File: src/rtl/core/fzag_pkg.sv
// ============================================================================
// fzag_pkg
// Shared types and constants for the fractal-Z layout address generator.
// ============================================================================
package fzag_pkg;

  // Kernel dimension is always padded to a multiple of this block size.
  localparam int unsigned KERNEL_BLOCK = 16;

  // Widths fixed by the register and payload fields.
  localparam int unsigned LAYOUT_W   = 2;
  localparam int unsigned COUNT_W    = 13;
  localparam int unsigned SPATIAL_W  = 5;
  localparam int unsigned N1N0_W     = 14;
  localparam int unsigned CFG_IDX_W  = 3;
  localparam int unsigned CFG_DATA_W = 13;
  localparam int unsigned DEST_W     = 33;
  localparam int unsigned SRC_W      = 32;

  // Largest values the register fields can carry.
  localparam int unsigned COUNT_FIELD_MAX   = (1 << COUNT_W) - 1;
  localparam int unsigned SPATIAL_FIELD_MAX = (1 << SPATIAL_W) - 1;

  // Source tensor orders.
  localparam logic [LAYOUT_W-1:0] LAYOUT_NCHW = 2'd0;
  localparam logic [LAYOUT_W-1:0] LAYOUT_HWCN = 2'd1;
  localparam logic [LAYOUT_W-1:0] LAYOUT_NHWC = 2'd2;

  // Configuration register indexes.
  localparam logic [CFG_IDX_W-1:0] REG_SOURCE_LAYOUT = 3'd0;
  localparam logic [CFG_IDX_W-1:0] REG_KERNEL_COUNT  = 3'd1;
  localparam logic [CFG_IDX_W-1:0] REG_CHANNEL_COUNT = 3'd2;
  localparam logic [CFG_IDX_W-1:0] REG_KERNEL_HEIGHT = 3'd3;
  localparam logic [CFG_IDX_W-1:0] REG_KERNEL_WIDTH  = 3'd4;
  localparam logic [CFG_IDX_W-1:0] REG_CUBE_WIDE     = 3'd5;

  // Cycles the stride pipeline needs after a register write or reset.
  localparam logic [1:0] STRIDE_SETTLE = 2'd2;

  // Effective tensor geometry, sizes already clamped.
  typedef struct packed {
    logic [LAYOUT_W-1:0]  layout;
    logic [COUNT_W-1:0]   n;
    logic [COUNT_W-1:0]   c;
    logic [SPATIAL_W-1:0] h;
    logic [SPATIAL_W-1:0] w;
    logic                 wide;
    logic [N1N0_W-1:0]    n1n0;
  } geom_t;

  // Source index step for one unit along each tensor dimension.
  typedef struct packed {
    logic [SRC_W-1:0] sn;
    logic [SRC_W-1:0] sc;
    logic [SRC_W-1:0] sh;
    logic [SRC_W-1:0] sw;
  } stride_t;

  // One result item.
  typedef struct packed {
    logic [DEST_W-1:0] dest_index;
    logic [SRC_W-1:0]  source_index;
    logic              zero_fill;
    logic              last_element;
  } res_t;

  // Clamp a size field into the range one to hi.
  function automatic logic [COUNT_W-1:0] clamp_size(input logic [COUNT_W-1:0] v,
                                                    input int unsigned hi);
    logic [COUNT_W-1:0] r;
    r = v;
    if (v == '0) begin
      r = COUNT_W'(1);
    end else if (32'(v) > hi) begin
      r = COUNT_W'(hi);
    end
    return r;
  endfunction

endpackage

File: src/rtl/core/fzag_cfg_strides.sv
// ============================================================================
// fzag_cfg_strides
// Configuration registers, size clamping and the two-stage stride pipeline.
// ============================================================================
module fzag_cfg_strides #(
  parameter int unsigned MAX_KERNELS  = 4096,
  parameter int unsigned MAX_CHANNELS = 4096,
  parameter int unsigned MAX_SPATIAL  = 16
) (
  input  logic                              clk,
  input  logic                              rst_n,
  input  logic                              cfg_we,
  input  logic [fzag_pkg::CFG_IDX_W-1:0]    cfg_index,
  input  logic [fzag_pkg::CFG_DATA_W-1:0]   cfg_data,
  output fzag_pkg::geom_t                   geom_o,
  output fzag_pkg::stride_t                 strides_o,
  output logic                              busy_o
);

  // Raw register contents.
  logic [fzag_pkg::LAYOUT_W-1:0]  layout_r;
  logic [fzag_pkg::COUNT_W-1:0]   kcount_r;
  logic [fzag_pkg::COUNT_W-1:0]   ccount_r;
  logic [fzag_pkg::SPATIAL_W-1:0] height_r;
  logic [fzag_pkg::SPATIAL_W-1:0] width_r;
  logic                           wide_r;

  fzag_pkg::geom_t   geom_nxt;
  fzag_pkg::geom_t   geom_r;
  fzag_pkg::stride_t strides_nxt;
  fzag_pkg::stride_t strides_r;

  logic [9:0]  hw_nxt, hw_r;
  logic [25:0] cn_nxt, cn_r;
  logic [17:0] wc_nxt, wc_r;
  logic [22:0] chw;
  logic [30:0] wcn;
  logic [22:0] hwc;
  logic [fzag_pkg::COUNT_W-1:0] n_cl;
  logic [fzag_pkg::COUNT_W-1:0] c_cl;
  logic [fzag_pkg::COUNT_W-1:0] h_cl;
  logic [fzag_pkg::COUNT_W-1:0] w_cl;
  logic [1:0]  settle_r;

  // Register writes; reset gives the documented defaults.
  always_ff @(posedge clk) begin
    if (!rst_n) begin
      layout_r <= fzag_pkg::LAYOUT_NCHW;
      kcount_r <= fzag_pkg::COUNT_W'(1);
      ccount_r <= fzag_pkg::COUNT_W'(1);
      height_r <= fzag_pkg::SPATIAL_W'(1);
      width_r  <= fzag_pkg::SPATIAL_W'(1);
      wide_r   <= 1'b0;
    end else if (cfg_we) begin
      case (cfg_index)
        fzag_pkg::REG_SOURCE_LAYOUT: layout_r <= cfg_data[fzag_pkg::LAYOUT_W-1:0];
        fzag_pkg::REG_KERNEL_COUNT:  kcount_r <= cfg_data[fzag_pkg::COUNT_W-1:0];
        fzag_pkg::REG_CHANNEL_COUNT: ccount_r <= cfg_data[fzag_pkg::COUNT_W-1:0];
        fzag_pkg::REG_KERNEL_HEIGHT: height_r <= cfg_data[fzag_pkg::SPATIAL_W-1:0];
        fzag_pkg::REG_KERNEL_WIDTH:  width_r  <= cfg_data[fzag_pkg::SPATIAL_W-1:0];
        fzag_pkg::REG_CUBE_WIDE:     wide_r   <= cfg_data[0];
        default: begin
        end
      endcase
    end
  end

  // Clamp sizes and round the kernel count up to a whole block.
  always_comb begin
    n_cl = fzag_pkg::clamp_size(kcount_r, MAX_KERNELS);
    c_cl = fzag_pkg::clamp_size(ccount_r, MAX_CHANNELS);
    h_cl = fzag_pkg::clamp_size(fzag_pkg::COUNT_W'(height_r), MAX_SPATIAL);
    w_cl = fzag_pkg::clamp_size(fzag_pkg::COUNT_W'(width_r), MAX_SPATIAL);
    geom_nxt.layout = (layout_r inside {fzag_pkg::LAYOUT_HWCN, fzag_pkg::LAYOUT_NHWC}) ?
                      layout_r : fzag_pkg::LAYOUT_NCHW;
    geom_nxt.n    = n_cl;
    geom_nxt.c    = c_cl;
    geom_nxt.h    = h_cl[fzag_pkg::SPATIAL_W-1:0];
    geom_nxt.w    = w_cl[fzag_pkg::SPATIAL_W-1:0];
    geom_nxt.wide = wide_r;
    geom_nxt.n1n0 = (fzag_pkg::N1N0_W'(n_cl) + fzag_pkg::N1N0_W'(fzag_pkg::KERNEL_BLOCK - 1))
                    & ~fzag_pkg::N1N0_W'(fzag_pkg::KERNEL_BLOCK - 1);
    hw_nxt = 10'(geom_nxt.h) * 10'(geom_nxt.w);
    cn_nxt = 26'(geom_nxt.c) * 26'(geom_nxt.n);
    wc_nxt = 18'(geom_nxt.w) * 18'(geom_nxt.c);
  end

  // First stage: geometry and the pairwise products.
  always_ff @(posedge clk) begin
    geom_r <= geom_nxt;
    hw_r   <= hw_nxt;
    cn_r   <= cn_nxt;
    wc_r   <= wc_nxt;
  end

  // Second stage: triple products and the stride set for the layout.
  always_comb begin
    chw = 23'(geom_r.c) * 23'(hw_r);
    wcn = 31'(geom_r.w) * 31'(cn_r);
    hwc = 23'(geom_r.h) * 23'(wc_r);
    case (geom_r.layout)
      fzag_pkg::LAYOUT_HWCN: begin
        strides_nxt.sn = 32'd1;
        strides_nxt.sc = 32'(geom_r.n);
        strides_nxt.sh = 32'(wcn);
        strides_nxt.sw = 32'(cn_r);
      end
      fzag_pkg::LAYOUT_NHWC: begin
        strides_nxt.sn = 32'(hwc);
        strides_nxt.sc = 32'd1;
        strides_nxt.sh = 32'(wc_r);
        strides_nxt.sw = 32'(geom_r.c);
      end
      default: begin
        strides_nxt.sn = 32'(chw);
        strides_nxt.sc = 32'(hw_r);
        strides_nxt.sh = 32'(geom_r.w);
        strides_nxt.sw = 32'd1;
      end
    endcase
  end

  always_ff @(posedge clk) begin
    strides_r <= strides_nxt;
  end

  // Hold off new items until the stride pipeline has caught up.
  always_ff @(posedge clk) begin
    if (!rst_n) begin
      settle_r <= fzag_pkg::STRIDE_SETTLE;
    end else if (cfg_we) begin
      settle_r <= fzag_pkg::STRIDE_SETTLE;
    end else if (settle_r != 2'd0) begin
      settle_r <= settle_r - 2'd1;
    end
  end

  assign geom_o    = geom_r;
  assign strides_o = strides_r;
  assign busy_o    = (settle_r != 2'd0);

endmodule

File: src/rtl/core/fzag_walk.sv
// ============================================================================
// fzag_walk
// Nested walk counters with incremental source offsets; forms one result.
// ============================================================================
module fzag_walk #(
  parameter int unsigned MAX_KERNELS  = 4096,
  parameter int unsigned MAX_CHANNELS = 4096,
  parameter int unsigned MAX_SPATIAL  = 16
) (
  input  logic              clk,
  input  logic              rst_n,
  input  logic              step,
  input  logic              restart,
  input  logic              cfg_we,
  input  fzag_pkg::geom_t   geom,
  input  fzag_pkg::stride_t strides,
  output fzag_pkg::res_t    res_o
);

  localparam int unsigned KLIM = (MAX_KERNELS < fzag_pkg::COUNT_FIELD_MAX) ?
                                 MAX_KERNELS : fzag_pkg::COUNT_FIELD_MAX;
  localparam int unsigned CLIM = (MAX_CHANNELS < fzag_pkg::COUNT_FIELD_MAX) ?
                                 MAX_CHANNELS : fzag_pkg::COUNT_FIELD_MAX;
  localparam int unsigned SLIM = (MAX_SPATIAL < fzag_pkg::SPATIAL_FIELD_MAX) ?
                                 MAX_SPATIAL : fzag_pkg::SPATIAL_FIELD_MAX;
  localparam int unsigned N1N0_MAX = ((KLIM + fzag_pkg::KERNEL_BLOCK - 1) /
                                      fzag_pkg::KERNEL_BLOCK) * fzag_pkg::KERNEL_BLOCK;
  localparam int unsigned KCW = $clog2(N1N0_MAX);
  localparam int unsigned SCW = (SLIM > 1) ? $clog2(SLIM) : 1;
  localparam int unsigned CIW = $clog2(CLIM + 32);

  // Walk position.
  logic [4:0]                    lane_r,  lane_nxt,  cur_lane;
  logic [KCW-1:0]                kern_r,  kern_nxt,  cur_kern;
  logic [SCW-1:0]                col_r,   col_nxt,   cur_col;
  logic [SCW-1:0]                row_r,   row_nxt,   cur_row;
  logic [CIW-1:0]                cib_r,   cib_nxt,   cur_cib;
  logic [fzag_pkg::DEST_W-1:0]   dest_r,  dest_nxt,  cur_dest;
  // Source offsets contributed by each counter.
  logic [fzag_pkg::SRC_W-1:0]    offn_r,  offn_nxt,  cur_offn;
  logic [fzag_pkg::SRC_W-1:0]    offl_r,  offl_nxt,  cur_offl;
  logic [fzag_pkg::SRC_W-1:0]    offb_r,  offb_nxt,  cur_offb;
  logic [fzag_pkg::SRC_W-1:0]    offh_r,  offh_nxt,  cur_offh;
  logic [fzag_pkg::SRC_W-1:0]    offw_r,  offw_nxt,  cur_offw;

  logic [5:0]                    c0;
  logic [CIW-1:0]                ci;
  logic [fzag_pkg::SRC_W-1:0]    blk_stride;
  logic [fzag_pkg::SRC_W-1:0]    src_sum;
  logic pad, last_lane, last_kern, last_col, last_row, last_blk, last;

  // Current position, with a requested restart taking it back to zero.
  always_comb begin
    cur_lane = restart ? '0 : lane_r;
    cur_kern = restart ? '0 : kern_r;
    cur_col  = restart ? '0 : col_r;
    cur_row  = restart ? '0 : row_r;
    cur_cib  = restart ? '0 : cib_r;
    cur_dest = restart ? '0 : dest_r;
    cur_offn = restart ? '0 : offn_r;
    cur_offl = restart ? '0 : offl_r;
    cur_offb = restart ? '0 : offb_r;
    cur_offh = restart ? '0 : offh_r;
    cur_offw = restart ? '0 : offw_r;
  end

  // Padding test, end-of-dimension flags and the source index.
  always_comb begin
    c0         = geom.wide ? 6'd32 : 6'd16;
    blk_stride = geom.wide ? (strides.sc << 5) : (strides.sc << 4);
    ci         = cur_cib + CIW'(cur_lane);
    pad        = (32'(ci) >= 32'(geom.c)) || (32'(cur_kern) >= 32'(geom.n));
    last_lane  = (6'(cur_lane) + 6'd1) >= c0;
    last_kern  = (32'(cur_kern) + 32'd1) >= 32'(geom.n1n0);
    last_col   = (32'(cur_col) + 32'd1) >= 32'(geom.w);
    last_row   = (32'(cur_row) + 32'd1) >= 32'(geom.h);
    last_blk   = (32'(cur_cib) + 32'(c0)) >= 32'(geom.c);
    last       = last_lane && last_kern && last_col && last_row && last_blk;
    src_sum    = cur_offn + cur_offb + cur_offl + cur_offh + cur_offw;

    res_o.dest_index   = cur_dest;
    res_o.source_index = pad ? '0 : src_sum;
    res_o.zero_fill    = pad;
    res_o.last_element = last;
  end

  // Advance the innermost counter that has not reached its end.
  always_comb begin
    lane_nxt = '0;
    kern_nxt = cur_kern;
    col_nxt  = cur_col;
    row_nxt  = cur_row;
    cib_nxt  = cur_cib;
    offl_nxt = '0;
    offn_nxt = cur_offn;
    offw_nxt = cur_offw;
    offh_nxt = cur_offh;
    offb_nxt = cur_offb;
    dest_nxt = cur_dest + fzag_pkg::DEST_W'(1);
    if (last) begin
      kern_nxt = '0;
      col_nxt  = '0;
      row_nxt  = '0;
      cib_nxt  = '0;
      offn_nxt = '0;
      offw_nxt = '0;
      offh_nxt = '0;
      offb_nxt = '0;
      dest_nxt = '0;
    end else if (!last_lane) begin
      lane_nxt = cur_lane + 5'd1;
      offl_nxt = cur_offl + strides.sc;
    end else if (!last_kern) begin
      kern_nxt = cur_kern + KCW'(1);
      offn_nxt = cur_offn + strides.sn;
    end else if (!last_col) begin
      kern_nxt = '0;
      offn_nxt = '0;
      col_nxt  = cur_col + SCW'(1);
      offw_nxt = cur_offw + strides.sw;
    end else if (!last_row) begin
      kern_nxt = '0;
      offn_nxt = '0;
      col_nxt  = '0;
      offw_nxt = '0;
      row_nxt  = cur_row + SCW'(1);
      offh_nxt = cur_offh + strides.sh;
    end else begin
      kern_nxt = '0;
      offn_nxt = '0;
      col_nxt  = '0;
      offw_nxt = '0;
      row_nxt  = '0;
      offh_nxt = '0;
      cib_nxt  = cur_cib + CIW'(c0);
      offb_nxt = cur_offb + blk_stride;
    end
  end

  // Position registers; a register write also restarts the walk.
  always_ff @(posedge clk) begin
    if (!rst_n || cfg_we) begin
      lane_r <= '0;
      kern_r <= '0;
      col_r  <= '0;
      row_r  <= '0;
      cib_r  <= '0;
      dest_r <= '0;
      offn_r <= '0;
      offl_r <= '0;
      offb_r <= '0;
      offh_r <= '0;
      offw_r <= '0;
    end else if (step) begin
      lane_r <= lane_nxt;
      kern_r <= kern_nxt;
      col_r  <= col_nxt;
      row_r  <= row_nxt;
      cib_r  <= cib_nxt;
      dest_r <= dest_nxt;
      offn_r <= offn_nxt;
      offl_r <= offl_nxt;
      offb_r <= offb_nxt;
      offh_r <= offh_nxt;
      offw_r <= offw_nxt;
    end
  end

endmodule

File: src/rtl/core/fzag_out_buf.sv
// ============================================================================
// fzag_out_buf
// Result register with a skid entry, so the stall into the walk is registered.
// ============================================================================
module fzag_out_buf (
  input  logic           clk,
  input  logic           rst_n,
  input  logic           push,
  input  fzag_pkg::res_t push_data,
  output logic           full_o,
  output logic           out_valid,
  input  logic           out_stall,
  output fzag_pkg::res_t out_data
);

  logic           main_vld_r, main_vld_nxt;
  logic           skid_vld_r, skid_vld_nxt;
  fzag_pkg::res_t main_r, main_nxt;
  fzag_pkg::res_t skid_r, skid_nxt;
  logic           take;

  // Refill the result register from the skid entry first, then from the walk.
  always_comb begin
    take         = main_vld_r && !out_stall;
    main_vld_nxt = main_vld_r;
    skid_vld_nxt = skid_vld_r;
    main_nxt     = main_r;
    skid_nxt     = skid_r;
    if (take) begin
      if (skid_vld_r) begin
        main_nxt     = skid_r;
        skid_vld_nxt = push;
        skid_nxt     = push_data;
      end else begin
        main_vld_nxt = push;
        main_nxt     = push_data;
      end
    end else if (!main_vld_r) begin
      main_vld_nxt = push;
      main_nxt     = push_data;
    end else if (push) begin
      skid_vld_nxt = 1'b1;
      skid_nxt     = push_data;
    end
  end

  always_ff @(posedge clk) begin
    if (!rst_n) begin
      main_vld_r <= 1'b0;
      skid_vld_r <= 1'b0;
    end else begin
      main_vld_r <= main_vld_nxt;
      skid_vld_r <= skid_vld_nxt;
    end
  end

  // Payload registers carry no reset.
  always_ff @(posedge clk) begin
    main_r <= main_nxt;
    skid_r <= skid_nxt;
  end

  assign full_o    = skid_vld_r;
  assign out_valid = main_vld_r;
  assign out_data  = main_r;

endmodule

File: src/rtl/core/fractal_z_layout_address_gen_unit.sv
// ============================================================================
// fractal_z_layout_address_gen_unit
// Address generator for rearranging convolution weights into fractal-Z order.
// ============================================================================
// Each transfer on the in_ channel asks for one destination element; the walk
// runs in (C1, H, W, N rounded to 16, C0) order and in_restart sends it back
// to element zero first. Each transfer on the out_ channel carries the
// destination index, the source index for the programmed layout (NCHW, HWCN
// or NHWC), a pad flag for channels or kernels past the tensor, and a flag
// on the final element, after which the walk wraps round on its own.
// The result of an input transfer is registered before out_valid shows it;
// one item is taken every cycle while in_stall is low: the walk counters
// step with running source offsets, so only one five-term add sits before
// the result register. A result register with a skid entry lets one more
// item in while out_stall is high; in_stall rises once both are full.
// Registers are written on the cfg_ channel; any write restarts the walk and
// re-runs the stride pipeline, during which in_stall is held high. After
// reset the first input transfer likewise waits for the stride pipeline,
// with the walk at element zero and the registers at their defaults.
// ============================================================================
module fractal_z_layout_address_gen_unit #(
  parameter int unsigned MAX_KERNELS  = 4096,
  parameter int unsigned MAX_CHANNELS = 4096,
  parameter int unsigned MAX_SPATIAL  = 16
) (
  input  logic                             clk,
  input  logic                             rst_n,
  // Input channel
  input  logic                             in_valid,
  output logic                             in_stall,
  input  logic                             in_restart,
  // Result channel
  output logic                             out_valid,
  input  logic                             out_stall,
  output logic [fzag_pkg::DEST_W-1:0]      out_dest_index,
  output logic [fzag_pkg::SRC_W-1:0]       out_source_index,
  output logic                             out_zero_fill,
  output logic                             out_last_element,
  // Configuration channel
  input  logic                             cfg_valid,
  output logic                             cfg_ready,
  input  logic [fzag_pkg::CFG_IDX_W-1:0]   cfg_index,
  input  logic [fzag_pkg::CFG_DATA_W-1:0]  cfg_data
);

  fzag_pkg::geom_t   geom;
  fzag_pkg::stride_t strides;
  fzag_pkg::res_t    walk_res;
  fzag_pkg::res_t    out_res;
  logic              busy;
  logic              full;
  logic              cfg_we;
  logic              in_take;

  // Register writes are always taken.
  assign cfg_ready = 1'b1;
  assign cfg_we    = cfg_valid && cfg_ready;

  assign in_stall = busy || full;
  assign in_take  = in_valid && !in_stall;

  fzag_cfg_strides #(
    .MAX_KERNELS  (MAX_KERNELS),
    .MAX_CHANNELS (MAX_CHANNELS),
    .MAX_SPATIAL  (MAX_SPATIAL)
  ) u_cfg (
    .clk       (clk),
    .rst_n     (rst_n),
    .cfg_we    (cfg_we),
    .cfg_index (cfg_index),
    .cfg_data  (cfg_data),
    .geom_o    (geom),
    .strides_o (strides),
    .busy_o    (busy)
  );

  fzag_walk #(
    .MAX_KERNELS  (MAX_KERNELS),
    .MAX_CHANNELS (MAX_CHANNELS),
    .MAX_SPATIAL  (MAX_SPATIAL)
  ) u_walk (
    .clk     (clk),
    .rst_n   (rst_n),
    .step    (in_take),
    .restart (in_restart),
    .cfg_we  (cfg_we),
    .geom    (geom),
    .strides (strides),
    .res_o   (walk_res)
  );

  fzag_out_buf u_out (
    .clk       (clk),
    .rst_n     (rst_n),
    .push      (in_take),
    .push_data (walk_res),
    .full_o    (full),
    .out_valid (out_valid),
    .out_stall (out_stall),
    .out_data  (out_res)
  );

  // Result fields onto their ports.
  assign out_dest_index   = out_res.dest_index;
  assign out_source_index = out_res.source_index;
  assign out_zero_fill    = out_res.zero_fill;
  assign out_last_element = out_res.last_element;

endmodule

File: config.mk
export PLATFORM = sky130hd
export DESIGN_NAME = fractal_z_layout_address_gen_unit
export DESIGN_NICKNAME = d
export VERILOG_FILES = /design/src/rtl/core/fzag_pkg.sv /design/src/rtl/core/fzag_cfg_strides.sv /design/src/rtl/core/fzag_walk.sv /design/src/rtl/core/fzag_out_buf.sv /design/src/rtl/core/fractal_z_layout_address_gen_unit.sv
export SDC_FILE = /design/constraint.sdc
export NUM_CORES = 2
export LEC_CHECK = 0
export BUFFER_PORTS_ARGS = -buffer_cell sky130_fd_sc_hd__clkbuf_2
export CAP_MARGIN = 20
export CORE_ASPECT_RATIO = 1.25
export CORE_UTILIZATION = 50
export DETAILED_ROUTE_END_ITERATION = 16
export PLACE_DENSITY = 0.69
export SETUP_SLACK_MARGIN = 0.2
export SYNTH_ARGS = -nofsm -noshare
export SYNTH_HDL_FRONTEND = slang
export SYNTH_SLANG_ARGS = --single-unit
export TNS_END_PERCENT = 50
File: constraint.sdc
create_clock -name clk -period 17.3 [get_ports clk]
set_clock_uncertainty 0.05 [all_clocks]
set_input_delay 1.73 -clock clk [delete_from_list [all_inputs] [get_ports clk]]
set_output_delay 1.73 -clock clk [all_outputs]
set_load 0.02 [all_outputs]
==> flow_summary_export.csv <==
group,metric,value,unit
run_status,status,"complete, no violations",
floorplanning,dieHeight,360,microns
floorplanning,core,102000,sq um
placement,place.gp.congestion,0.954,
synth,yosysWarningCount,0,
timing,fin_crit,7.63,ns
synth,yosysTopAreaCellShare,0.183,
timing,whs,0.306,ns
cts,clkTransAtPathRegs,0.06,ns
floorplanning,row_count,131,
timing,fin_crit_sh,0.441,
floorplanning,ios,92,
cts,postCtsSetupBuffers,0,
synth,yosysMostFrequentCell,"nand2_1",
synth,synth.distinct_cells,87,
global_routing,grt_pass1_vias,41800,
route,drc,0,
placement,dpl_cell_area,53100,sq um
synth,synthCells,5867,
worst_hold_path,hp-class,"reg -> reg",
route,routed_wl,146000,microns
route,dr.pass1.iters,5,
power_and_ir_drop,clockPowerShare,0.479,
route,num_vias,41600,
timing,worstMarginPinSlew,1.13,ns
job,drv_cap,0,
cells_and_area,drive_gt1_frac,0.0561,
route,vias_per_cell,5.75,
timing,rsz0062_at_grt,"false",
placement,place.port_buffers,90,
route,drt-wirelength-per-cell,20.2,microns
power_and_ir_drop,ir_drop,0.0000575,V
power_and_ir_drop,p_seq_frac,0.465,
synth,netlist_area,51400,sq um
power_and_ir_drop,leakage,25.8,nW
global_routing,gr-total-overflow,0,
synth,syn_avg_cell_area,8.76,sq um
cells_and_area,nets,6787,
setup_path,cp.arrival,8.02,ns
synth,synth_ff_type,"dfxtp_1",
cells_and_area,design_area,55500,sq um
synth,synthTopCellsByCount,"nand2_1 (789), inv_1 (584), nor2_1 (481)",
global_routing,grtUsageTotal,0.280,
synth,synth_edf_count,134,
power_and_ir_drop,power_switching,0.796,mW
timing,finalHoldViolations,0,
global_routing,grt_pass1_wl,228000,microns
cts,cts_sinks,604,
cts,cts_tree,"built",
setup_path,critical_path_class,"in -> reg",
cts,clk_path_buf_depth,3,
timing,drv_slew,0,
synth,synth_nets,6814,
timing,slew-limit-headroom,0.249,
placement,hpwl,114000,microns
cts,htreeDepth,3,
route,drt-initial-drc-count,2691,
cts,root_buffer,"clkbuf_16",
floorplanning,start_util,0.504,
timing,final.setup.tns,0,ns
floorplanning,die_x,289,microns
synth,yosys-top-cells-area,"dfxtp_1 (18%), fa_1 (18%), ha_1 (11%)",
timing,setup_violations,0,
setup_path,worst_setup_path_start_kind,"input pin",
power_and_ir_drop,comb_power_share,0.055,
global_routing,grt_antenna_before_repair,3,
synth,yosys.area.top_type,"dfxtp_1",
cells_and_area,final_cells,7227,
synth,ys_async_sr_fraction,0,
setup_path,critPathRequiredTime,17.70,ns
floorplanning,die_area,104000,sq um
cts,clk_latency,0.66,ns
cells_and_area,fin_util,0.544,
route,antenna_left,0,
synth,yosysSeqAreaShare,0.261,
timing,max_freq,131,MHz
cts,numCtsBuffers,69,
synth,ys_ff_latch,604,
cells_and_area,syn_to_final_growth,7.93,%
power_and_ir_drop,powerDensity,57.0,nW/um^2
power_and_ir_drop,p_sw_frac,0.252,
power_and_ir_drop,p_int,2.37,mW
cts,cts_resized,0,
setup_path,end_kind,"flip-flop",
cts,cts_hold_buf,0,
global_routing,grt_start_max_net_pins,147,
placement,dpl.cell_count,7096,
setup_path,path_max_fanout,146,
worst paths after layout:
check                        to  slack [ns]               start  cells past startpoint
max          u_out.out_data[11]        9.67          in_restart                     22
min reg2reg    u_cfg.geom_o[14]        0.31        u_cfg.wide_r                      0
min            u_cfg.geom_o[14]        0.31        u_cfg.wide_r                      0
max reg2reg      u_cfg.cn_r[25]        9.96  u_cfg.ccount_r[12]                     20
worst max-delay path, stage by stage:
cell	delay [ns]
clkbuf_8	0.61
buf_12	0.64
inv_1	0.13
buf_4	0.32
nand2_1	0.22
inv_1	0.11
ha_1	0.34
a21o_1	0.13
a21oi_1	0.10
inv_1	0.07
a21oi_1	0.09
or3b_2	0.51
or3_1	0.33
a21oi_1	0.16
ha_1	0.26
and4_1	0.22
a221oi_1	0.26
o2111a_1	0.21
and3_1	0.43
inv_1	0.33
buf_4	0.35
o31ai_1	0.34
power by group through the flow:
stage | Sequential, mW | Clock, mW | Combinational, mW
floorplan | 1.49 | 0 | 0.111
global placement | 1.50 | 0 | 0.169
detailed placement | 1.50 | 0 | 0.171
CTS | 1.47 | 1.54 | 0.172
global route | 1.47 | 1.59 | 0.190
finish | 1.47 | 1.52 | 0.175
final cells by class:
cell class / count / area (sq um)
inverters: 588 / 2210
multi-input cells: 4426 / 34900
well taps: 1330 / 1660
flip-flops and latches: 604 / 13400
clock buffers: 87 / 1900
repair buffers: 151 / 967
clock inverters: 40 / 440
fillers: 9306 / 46500
diodes: 1 / 2.50
state kept, by name, indices dropped and copies added, names as in the netlist, 5 cells and up:
name and count:
u_cfg.cn_r 26, u_cfg.hw_r 10, u_walk.cib_r 13, u_cfg.wc_r 18, u_walk.offh_r 32, u_cfg.geom_o 49
u_cfg.width_r 5, u_cfg.height_r 5, u_walk.kern_r 12, u_walk.offn_r 32, u_out.out_data 67, u_cfg.kcount_r 13
u_out.skid_r 67, u_walk.offl_r 32, u_walk.offw_r 32, u_walk.lane_r 5, u_walk.offb_r 32, u_cfg.strides_o 93
u_cfg.ccount_r 13, u_walk.dest_r 33
through the flow:
stage	power, mW	worst slack [ns]
after floorplan	1.61	8.50
after global placement	1.67	9.04
after detailed placement	1.67	8.94
after CTS	3.18	9.60
after global routing	3.26	9.32
final	3.16	9.67
per-layer routing:
| metal | global-route usage | share of wire |
|---|---|---|
| met5 | 0 | 0 |
| met2 | 0.493 | 0.49 |
| met4 | 0.152 | 0.058 |
| met1 | 0.329 | 0.39 |
| met3 | 0.0340 | 0.054 |
kinds of logic (layout without fill, tap and decap cells):
family,after synthesis,count (layout),share of synthesized area
AND/OR/NAND/NOR,2123,2123,0.195
other,2,3,0.000146
flip-flops,604,604,0.261
AO/OA/AOI/OAI,1075,1075,0.135
XOR/XNOR,264,264,0.0450
multiplexers,37,37,0.00772
adder cells (fa/ha/maj),925,925,0.294
buffers and inverters,837,866,0.0616
placed cells by master, fill, tap and decap left out, types with 11 or more instances in the layout:
| cell | Yosys | routed |
|---|---|---|
| and3_1 | 36 | 36 |
| a31oi_1 | 32 | 32 |
| o21ai_0 | 213 | 212 |
| clkbuf_2 | 0 | 89 |
| edfxtp_1 | 134 | 134 |
| nand2_1 | 789 | 788 |
| nor2_1 | 481 | 479 |
| nand3_1 | 102 | 102 |
| a22o_1 | 31 | 31 |
| a21oi_1 | 323 | 323 |
| o21a_1 | 33 | 33 |
| a32o_1 | 16 | 16 |
| mux2i_1 | 16 | 16 |
| o211ai_1 | 24 | 24 |
| xnor2_1 | 162 | 162 |
| xor2_1 | 102 | 102 |
| nand4_1 | 32 | 32 |
| or3_1 | 27 | 27 |
| nor2b_1 | 254 | 253 |
| clkinv_2 | 0 | 11 |
| nor3_1 | 58 | 57 |
| or4_1 | 11 | 11 |
| ha_1 | 457 | 457 |
| dfxtp_1 | 470 | 470 |
| inv_1 | 584 | 584 |
| o21bai_1 | 31 | 31 |
| a21o_1 | 99 | 99 |
| a22oi_1 | 90 | 90 |
| mux2_2 | 21 | 21 |
| nand2b_1 | 55 | 53 |
| fa_1 | 468 | 468 |
| o31ai_1 | 40 | 40 |
| clkbuf_16 | 0 | 71 |
| buf_4 | 3 | 57 |
| a211oi_1 | 23 | 23 |
| nor4_1 | 23 | 22 |
| and2_1 | 210 | 209 |
Power figures use the tool's default switching activity.
